## src/idkht_pkg.sv

```systemverilog
// Shared types and constants for the id-keyed handle table.
package idkht_pkg;

	localparam int SLOT_COUNT_DEF = 31;
	localparam int KEY_W          = 16;
	localparam int VALUE_W        = 32;
	localparam int FLAGS_W        = 7;
	localparam int MARK_W         = FLAGS_W + 1;
	localparam int MARK_ACTIVE    = MARK_W - 1;

	typedef enum logic [1:0] {
		KIND_CLEAR  = 2'd0,
		KIND_REG    = 2'd1,
		KIND_UNREG  = 2'd2,
		KIND_LOOKUP = 2'd3
	} kind_t;

	typedef struct packed {
		logic [KEY_W-1:0]   key;
		logic [VALUE_W-1:0] value;
		logic [MARK_W-1:0]  mark;
	} slot_entry_t;

	// kv_en writes key and value, mark_en writes the mark byte
	typedef struct packed {
		logic        kv_en;
		logic        mark_en;
		slot_entry_t entry;
	} slot_wr_t;

endpackage

```

## src/idkht_req_if.sv

```systemverilog
// Request channel: kind, id, value and flags with valid/ready.
interface idkht_req_if
	import idkht_pkg::*;
	();
	logic                valid;
	logic                ready;
	kind_t               kind;
	logic [KEY_W-1:0]    id;
	logic [VALUE_W-1:0]  value;
	logic [FLAGS_W-1:0]  flags;

	modport source (output valid, kind, id, value, flags, input ready);
	modport sink   (input valid, kind, id, value, flags, output ready);
endinterface

```

## src/idkht_rsp_if.sv

```systemverilog
// Response channel: hit and data with valid/ready.
interface idkht_rsp_if
	import idkht_pkg::*;
	();
	logic                valid;
	logic                ready;
	logic                hit;
	logic [VALUE_W-1:0]  data;

	modport source (output valid, hit, data, input ready);
	modport sink   (input valid, hit, data, output ready);
endinterface

```

## src/idkht_slot_mem.sv

```systemverilog
// Slot storage: key, value and mark arrays, one write port, one registered read port.
module idkht_slot_mem
	import idkht_pkg::*;
#(
	parameter int SLOT_COUNT = SLOT_COUNT_DEF,
	localparam int IDX_W = (SLOT_COUNT > 1) ? $clog2(SLOT_COUNT) : 1
) (
	input  logic              clk,
	input  logic              rd_en,
	input  logic [IDX_W-1:0]  rd_addr,
	output slot_entry_t       rd_data,
	input  logic [IDX_W-1:0]  wr_addr,
	input  slot_wr_t          wr
);

	logic [KEY_W-1:0]   key_mem   [SLOT_COUNT];
	logic [VALUE_W-1:0] value_mem [SLOT_COUNT];
	logic [MARK_W-1:0]  mark_mem  [SLOT_COUNT];

	always_ff @(posedge clk) begin
		if (wr.kv_en) begin
			key_mem[wr_addr]   <= wr.entry.key;
			value_mem[wr_addr] <= wr.entry.value;
		end
		if (wr.mark_en) begin
			mark_mem[wr_addr] <= wr.entry.mark;
		end
	end

	always_ff @(posedge clk) begin
		if (rd_en) begin
			rd_data.key   <= key_mem[rd_addr];
			rd_data.value <= value_mem[rd_addr];
			rd_data.mark  <= mark_mem[rd_addr];
		end
	end

endmodule

```

## src/id_keyed_handle_table.sv

```systemverilog
// Id-keyed handle table: request sequencer, slot scan and response register.
//
// One request channel (kind, id, value, flags) and one response channel
// (hit, data), both valid/ready; a transfer happens when both are high.
// Every request gives exactly one response.
// The table takes one request at a time: ready is high only while the
// sequencer is idle. Register, unregister and lookup scan the slots
// below the in-use count, one slot read per cycle through the single read
// port of the slot memory; a scan reads at most SLOT_COUNT slots.
// The response sits in an output register; a new request is taken while it
// waits. If the receiver stalls, the following request finishes its scan and
// then holds until the earlier response has been taken.
// Reset clears the in-use count, the sequencer and the response valid; slot
// contents are not cleared and only slots below the count are ever read.
module id_keyed_handle_table
	import idkht_pkg::*;
#(
	parameter int SLOT_COUNT = SLOT_COUNT_DEF,
	localparam int IDX_W = (SLOT_COUNT > 1) ? $clog2(SLOT_COUNT) : 1,
	localparam int CNT_W = $clog2(SLOT_COUNT + 1)
) (
	input  logic        clk,
	input  logic        arst_n,
	idkht_req_if.sink   req,
	idkht_rsp_if.source rsp
);

	typedef enum logic [1:0] {
		ST_IDLE = 2'b01,
		ST_SCAN = 2'b10
	} state_t;

	state_t              state_q;
	logic [CNT_W-1:0]    cnt_q;
	logic [CNT_W-1:0]    idx_q;
	logic                cmp_vld_q;
	logic [IDX_W-1:0]    cmp_idx_q;
	kind_t               kind_q;
	logic [KEY_W-1:0]    id_q;
	logic [VALUE_W-1:0]  value_q;
	logic [FLAGS_W-1:0]  flags_q;
	logic                out_valid_q;
	logic                hit_q;
	logic [VALUE_W-1:0]  data_q;

	slot_entry_t         rd_data;
	slot_wr_t            wr;
	logic [IDX_W-1:0]    wr_addr;

	logic                scanning;
	logic                more;
	logic                cmp_match;
	logic                done;
	logic                finish;
	logic                issue;
	logic                room;
	logic                hit_d;
	logic [VALUE_W-1:0]  data_d;
	logic                accept;

	assign accept   = req.valid && req.ready;
	assign scanning = (state_q == ST_SCAN);
	assign more     = (idx_q < cnt_q);
	assign room     = (cnt_q < CNT_W'(SLOT_COUNT));

	// shared compare: free slot for register, active key match otherwise
	always_comb begin
		cmp_match = 1'b0;
		if (cmp_vld_q) begin
			if (kind_q == KIND_REG) begin
				cmp_match = !rd_data.mark[MARK_ACTIVE];
			end else begin
				cmp_match = rd_data.mark[MARK_ACTIVE] && (rd_data.key == id_q);
			end
		end
	end

	assign done   = scanning && ((kind_q == KIND_CLEAR) || cmp_match || !more);
	assign finish = done && (!out_valid_q || rsp.ready);
	assign issue  = scanning && (kind_q != KIND_CLEAR) && !cmp_match && more;

	always_comb begin
		hit_d   = 1'b0;
		data_d  = '0;
		wr      = '0;
		wr_addr = cmp_match ? cmp_idx_q : cnt_q[IDX_W-1:0];
		wr.entry.key   = id_q;
		wr.entry.value = value_q;
		wr.entry.mark  = {1'b1, flags_q};
		case (kind_q)
			KIND_CLEAR: begin
				hit_d = 1'b1;
			end
			KIND_REG: begin
				hit_d = cmp_match || room;
				if (finish && hit_d) begin
					wr.kv_en   = 1'b1;
					wr.mark_en = 1'b1;
				end
			end
			KIND_UNREG: begin
				hit_d = cmp_match;
				wr.entry.mark = '0;
				wr.mark_en    = finish && cmp_match;
			end
			KIND_LOOKUP: begin
				hit_d  = cmp_match;
				data_d = cmp_match ? rd_data.value : '0;
			end
			default: begin
				hit_d = 1'b0;
			end
		endcase
	end

	idkht_slot_mem #(
		.SLOT_COUNT (SLOT_COUNT)
	) u_slot_mem (
		.clk     (clk),
		.rd_en   (issue),
		.rd_addr (idx_q[IDX_W-1:0]),
		.rd_data (rd_data),
		.wr_addr (wr_addr),
		.wr      (wr)
	);

	always_ff @(posedge clk or negedge arst_n) begin
		if (!arst_n) begin
			state_q   <= ST_IDLE;
			cnt_q     <= '0;
			idx_q     <= '0;
			cmp_vld_q <= 1'b0;
		end else begin
			case (state_q)
				ST_IDLE: begin
					if (accept) begin
						state_q   <= ST_SCAN;
						idx_q     <= '0;
						cmp_vld_q <= 1'b0;
					end
				end
				ST_SCAN: begin
					if (issue) begin
						idx_q     <= idx_q + CNT_W'(1);
						cmp_vld_q <= 1'b1;
					end
					if (finish) begin
						state_q <= ST_IDLE;
						if (kind_q == KIND_CLEAR) begin
							cnt_q <= '0;
						end else if (kind_q == KIND_REG && !cmp_match && room) begin
							cnt_q <= cnt_q + CNT_W'(1);
						end
					end
				end
				default: begin
					state_q <= ST_IDLE;
				end
			endcase
		end
	end

	always_ff @(posedge clk) begin
		if (accept) begin
			kind_q  <= req.kind;
			id_q    <= req.id;
			value_q <= req.value;
			flags_q <= req.flags;
		end
		if (issue) begin
			cmp_idx_q <= idx_q[IDX_W-1:0];
		end
		if (finish) begin
			hit_q  <= hit_d;
			data_q <= data_d;
		end
	end

	always_ff @(posedge clk or negedge arst_n) begin
		if (!arst_n) begin
			out_valid_q <= 1'b0;
		end else if (finish) begin
			out_valid_q <= 1'b1;
		end else if (rsp.ready) begin
			out_valid_q <= 1'b0;
		end
	end

	assign req.ready = (state_q == ST_IDLE);
	assign rsp.valid = out_valid_q;
	assign rsp.hit   = hit_q;
	assign rsp.data  = data_q;

	a_cnt_bound: assert property (@(posedge clk) disable iff (!arst_n)
		cnt_q <= CNT_W'(SLOT_COUNT))
		else $error("in-use count above slot count");

	a_idx_bound: assert property (@(posedge clk) disable iff (!arst_n)
		scanning |-> (idx_q <= cnt_q))
		else $error("scan index past in-use count");

	a_cnt_idle: assert property (@(posedge clk) disable iff (!arst_n)
		(state_q == ST_IDLE) |=> $stable(cnt_q))
		else $error("in-use count changed while idle");

	a_rsp_src: assert property (@(posedge clk) disable iff (!arst_n)
		$rose(out_valid_q) |-> $past(scanning))
		else $error("response raised without a finished scan");

endmodule
```

## src/flat_wrapper.sv

```systemverilog
// flat-port wrapper written by rule: the top's interface ports become plain ports
module id_keyed_handle_table_flat import idkht_pkg::*;
#(
	parameter int SLOT_COUNT = SLOT_COUNT_DEF,
	localparam int IDX_W = (SLOT_COUNT > 1) ? $clog2(SLOT_COUNT) : 1,
	localparam int CNT_W = $clog2(SLOT_COUNT + 1)
)
  (clk, arst_n, req_valid, req_kind, req_id, req_value, req_flags, req_ready, rsp_valid, rsp_hit, rsp_data, rsp_ready);
  idkht_req_if req_i ();
  idkht_rsp_if rsp_i ();
  input  logic clk;
  input  logic arst_n;
  input wire logic [$bits(req_i.valid)-1:0] req_valid;
  input wire logic [$bits(req_i.kind)-1:0] req_kind;
  input wire logic [$bits(req_i.id)-1:0] req_id;
  input wire logic [$bits(req_i.value)-1:0] req_value;
  input wire logic [$bits(req_i.flags)-1:0] req_flags;
  output wire logic [$bits(req_i.ready)-1:0] req_ready;
  output wire logic [$bits(rsp_i.valid)-1:0] rsp_valid;
  output wire logic [$bits(rsp_i.hit)-1:0] rsp_hit;
  output wire logic [$bits(rsp_i.data)-1:0] rsp_data;
  input wire logic [$bits(rsp_i.ready)-1:0] rsp_ready;
  assign req_i.valid = req_valid;
  assign req_i.kind = req_kind;
  assign req_i.id = req_id;
  assign req_i.value = req_value;
  assign req_i.flags = req_flags;
  assign req_ready = req_i.ready;
  assign rsp_valid = rsp_i.valid;
  assign rsp_hit = rsp_i.hit;
  assign rsp_data = rsp_i.data;
  assign rsp_i.ready = rsp_ready;
  id_keyed_handle_table #(.SLOT_COUNT(SLOT_COUNT)) u_core (.clk(clk), .arst_n(arst_n), .req(req_i), .rsp(rsp_i));
endmodule
```

## config.mk

```make
export PLATFORM = sky130hd
export DESIGN_NAME = id_keyed_handle_table_flat
export DESIGN_NICKNAME = d
export VERILOG_FILES = /design/src/idkht_pkg.sv /design/src/idkht_req_if.sv /design/src/idkht_rsp_if.sv /design/src/idkht_slot_mem.sv /design/src/id_keyed_handle_table.sv /design/src/flat_wrapper.sv
export SDC_FILE = /design/constraint.sdc
export NUM_CORES = 2
export LEC_CHECK = 0
export BUFFER_PORTS_ARGS = -buffer_cell sky130_fd_sc_hd__buf_2
export CORE_UTILIZATION = 60
export CTS_BUF_LIST = sky130_fd_sc_hd__clkbuf_8
export DETAILED_ROUTE_END_ITERATION = 16
export GPL_TIMING_DRIVEN = 0
export PLACE_DENSITY = 0.79
export SLEW_MARGIN = 20
export SYNTH_ARGS = -nofsm -noshare
export SYNTH_HDL_FRONTEND = slang
export SYNTH_SLANG_ARGS = --single-unit
```

## constraint.sdc

```tcl
create_clock -name clk -period 12.1 [get_ports clk]
set_input_delay 2.42 -clock clk [delete_from_list [all_inputs] [get_ports clk]]
set_output_delay 2.42 -clock clk [all_outputs]
set_load 0.01 [all_outputs]
```

==> out/metrics.cfg <==
[grt]
grt_max_degree = 38
grt_pass1_vias = 33450
track_usage_pct = 29.9
grt_pass1_wl_um = 226000
grt_remaining_overflow = 0
antenna_found_initial = 4

[sta]
worst_slack_ps = 6160
tightestPinTransition_ps = 1270
relSlewSlack_pct = 15.6
timing.final.crit_share_pct = 49.1
timing.fmax_ghz = 0.168
rsz0062_at_grt = no
hold_viol_final = 0
maxSlewViolCount = 0
setup_viol = 0
holdWs_ps = 519
fin_crit_ps = 5940
finalClockSkew_ps = 76.2

[worst_setup_path]
critical_path_class = reg2reg
start_kind = flip-flop
cp.required_ps = 12720
endpoint_kind = flip-flop
cp.arrival_ps = 6570
cp_max_fo = 32

[route]
drc = 0
viasPerCell = 6.72
routed_wl_um = 158000
initialDrtViolationCount = 5277
vias = 32703
postRouteAntennaNets = 0
drt_pass1_iterations = 9
wl_per_cell_um = 32.4

[synth]
synth_common_cells = 1,656 x edfxtp_1, 441 x mux4_2, 75 x clkbuf_1
yosysMostFrequentCell = edfxtp_1
syn-cell-area_mm2 = 0.0638
ys_warn_count = 0
syn-num-nets = 2770
synth-edff-count = 1656
yosysUniqueCellTypes = 40
ys.flop_type = edfxtp_1
ys_top_cells_by_area = edfxtp_1 78%, mux4_2 16%, mux2_2 0.97%
synth_seq_area_share_pct = 78.5
synth_cells = 2699
synth-seq-cells = 1670
async_flop_share_pct = 0.838
syn_area_per_cell_um2 = 23.6
synth_top_cell_by_area = edfxtp_1
yosys.area.top_type_share_pct = 78.0

[floorplan]
ios = 96
rows = 119
die_area_mm2 = 0.108
fp.dieH_um = 328
fp.coreArea_mm2 = 0.105
initial_core_util_pct = 60.6
die_w_um = 328

[placement]
dp_slack_ps = 6200
hpwl_um = 106000
gp_congestion = 0.867
dpl_cell_area_mm2 = 0.0682
port-buffer-count = 88

[pwr]
ir_drop_mv = 0.126
power_leakage_nw = 23.1
power_density_mw_per_mm2 = 185

[cts]
cts_setup_buffers = 0
clkSinkCount = 1670
worstSkewPairLatency_ps = 940
numCtsBuffers = 274
cts_resized = 0
clock_path_buffers = 4
ctsHtreeMaxLevel = 5
root_buffer = clkbuf_8
clkTransAtPathRegs_ps = 60
cts_tree = done
cts_hold_buffers = 0

[status]
status = finished clean

[cells_and_area]
drive_above_1_share_pct = 35.8
finish.instance_area_mm2 = 0.0728
syn_to_final_growth_pct = 14.1
finalNetCount = 3386

[flow_run]
cap_violations = 0

[worst_hold_path]
hold_class = reg2reg

## worst max-delay path: stages (launching register included)
cell	delay (ps)
edfxtp_1	1100
xnor2_1	290
nand3_1	160
nor3_1	920
a22o_1	320
buf_4	240
mux2i_1	150
clkbuf_1	290
nor4_2	950
buf_2	370
buf_2	240
buf_2	240
buf_4	180
buf_4	160
## placed cells by master, fill, tap and decap left out, types with 59 or more instances in the layout
cell type | synthesis | final
buf_2 | 28 | 144
buf_4 | 25 | 200
clkbuf_1 | 75 | 71
clkbuf_8 | 0 | 277
edfxtp_1 | 1656 | 1656
inv_1 | 10 | 85
mux2i_1 | 60 | 60
mux4_2 | 441 | 441
nand2_1 | 64 | 64
o21ai_0 | 59 | 59
## worst paths after layout
kind,slack (ps),startpoint,endpoint,depth (start not counted)
setup / recovery,6160,u_core.id_q[13]$_DFFE_PP_,u_core.u_slot_mem.value_mem[23][6]$_DFFE_PP_,13
hold / removal,520,u_core.cmp_vld_q$_DFFE_PN0P_,u_core.cmp_vld_q$_DFFE_PN0P_,1
setup reg to reg,6160,u_core.id_q[13]$_DFFE_PP_,u_core.u_slot_mem.value_mem[23][6]$_DFFE_PP_,13
hold reg to reg,520,u_core.cmp_vld_q$_DFFE_PN0P_,u_core.cmp_vld_q$_DFFE_PN0P_,1
max in group asynchronous,10390,arst_n,u_core.state_q[0]$_DFFE_PN1P_,1
min in group asynchronous,1390,arst_n,u_core.idx_q[0]$_DFFE_PN0P_,1
## metal layers
layer  share of wire [%]  global-route usage (%)  vias to the layer above
met2                  48                    46.3                     2613
met4                 4.5                    13.6                        0
met5                   0                       0                        -
met1                  36                    40.9                    16881
li1                    -                       -                    12727
met3                  12                    7.36                      482
## state kept, by name, summed over array words and instances (netlist names)
register / cells
u_core.kind_q: 2
u_core.cmp_vld_q: 1
u_core.value_q: 32
u_core.idx_q: 5
u_core.cnt_q: 5
u_core.u_slot_mem.key_mem: 496
u_core.state_q: 2
u_core.rsp.data: 32
u_core.u_slot_mem.rd_data: 49
u_core.u_slot_mem.value_mem: 992
u_core.rsp.valid: 1
u_core.u_slot_mem.mark_mem: 31
u_core.id_q: 16
u_core.rsp.hit: 1
u_core.cmp_idx_q: 5
## metrics by stage
step | utilization, % | power [mW] | instances | TNS [ps]
after floorplan | - | 8.54 | 2699 | 0
after global placement | 62.6 | 9.16 | 4178 | -478390
after detailed placement | 64.8 | 9.28 | 4430 | 0
after CTS | 69.1 | 13.5 | 4863 | 0
after global routing | 69.1 | 13.9 | 4865 | 0
final | 69.1 | 13.5 | 4868 | 0
## cells by family after synthesis
logic type	synth area share (%)
flops	78.5
mux	17.5
simple gates	1.66
buf+inv	1.19
compound gates	0.700
xor+xnor	0.233
fa+ha+maj	0.196
## power by group
group	internal [mW]	total (mW)	switching, mW	leakage (nW)
clock	2.21	4.32	2.10	2.61
sequential	6.72	6.98	0.266	15.1
combinational	1.06	2.20	1.13	5.36
## final cells by class
cell class / instances / area [um2]
Sequential cell: 1670 / 50100
Inverter: 10 / 40.0
Antenna cell: 5 / 12.5
Fill cell: 5821 / 32500
Clock inverter: 156 / 788
Clock buffer: 277 / 3810
Multi-Input combinational cell: 872 / 13100
Timing Repair Buffer: 340 / 2480
Buffer: 147 / 727
Tap cell: 1391 / 1740
No activity file was read; power rests on OpenSTA's default activity.
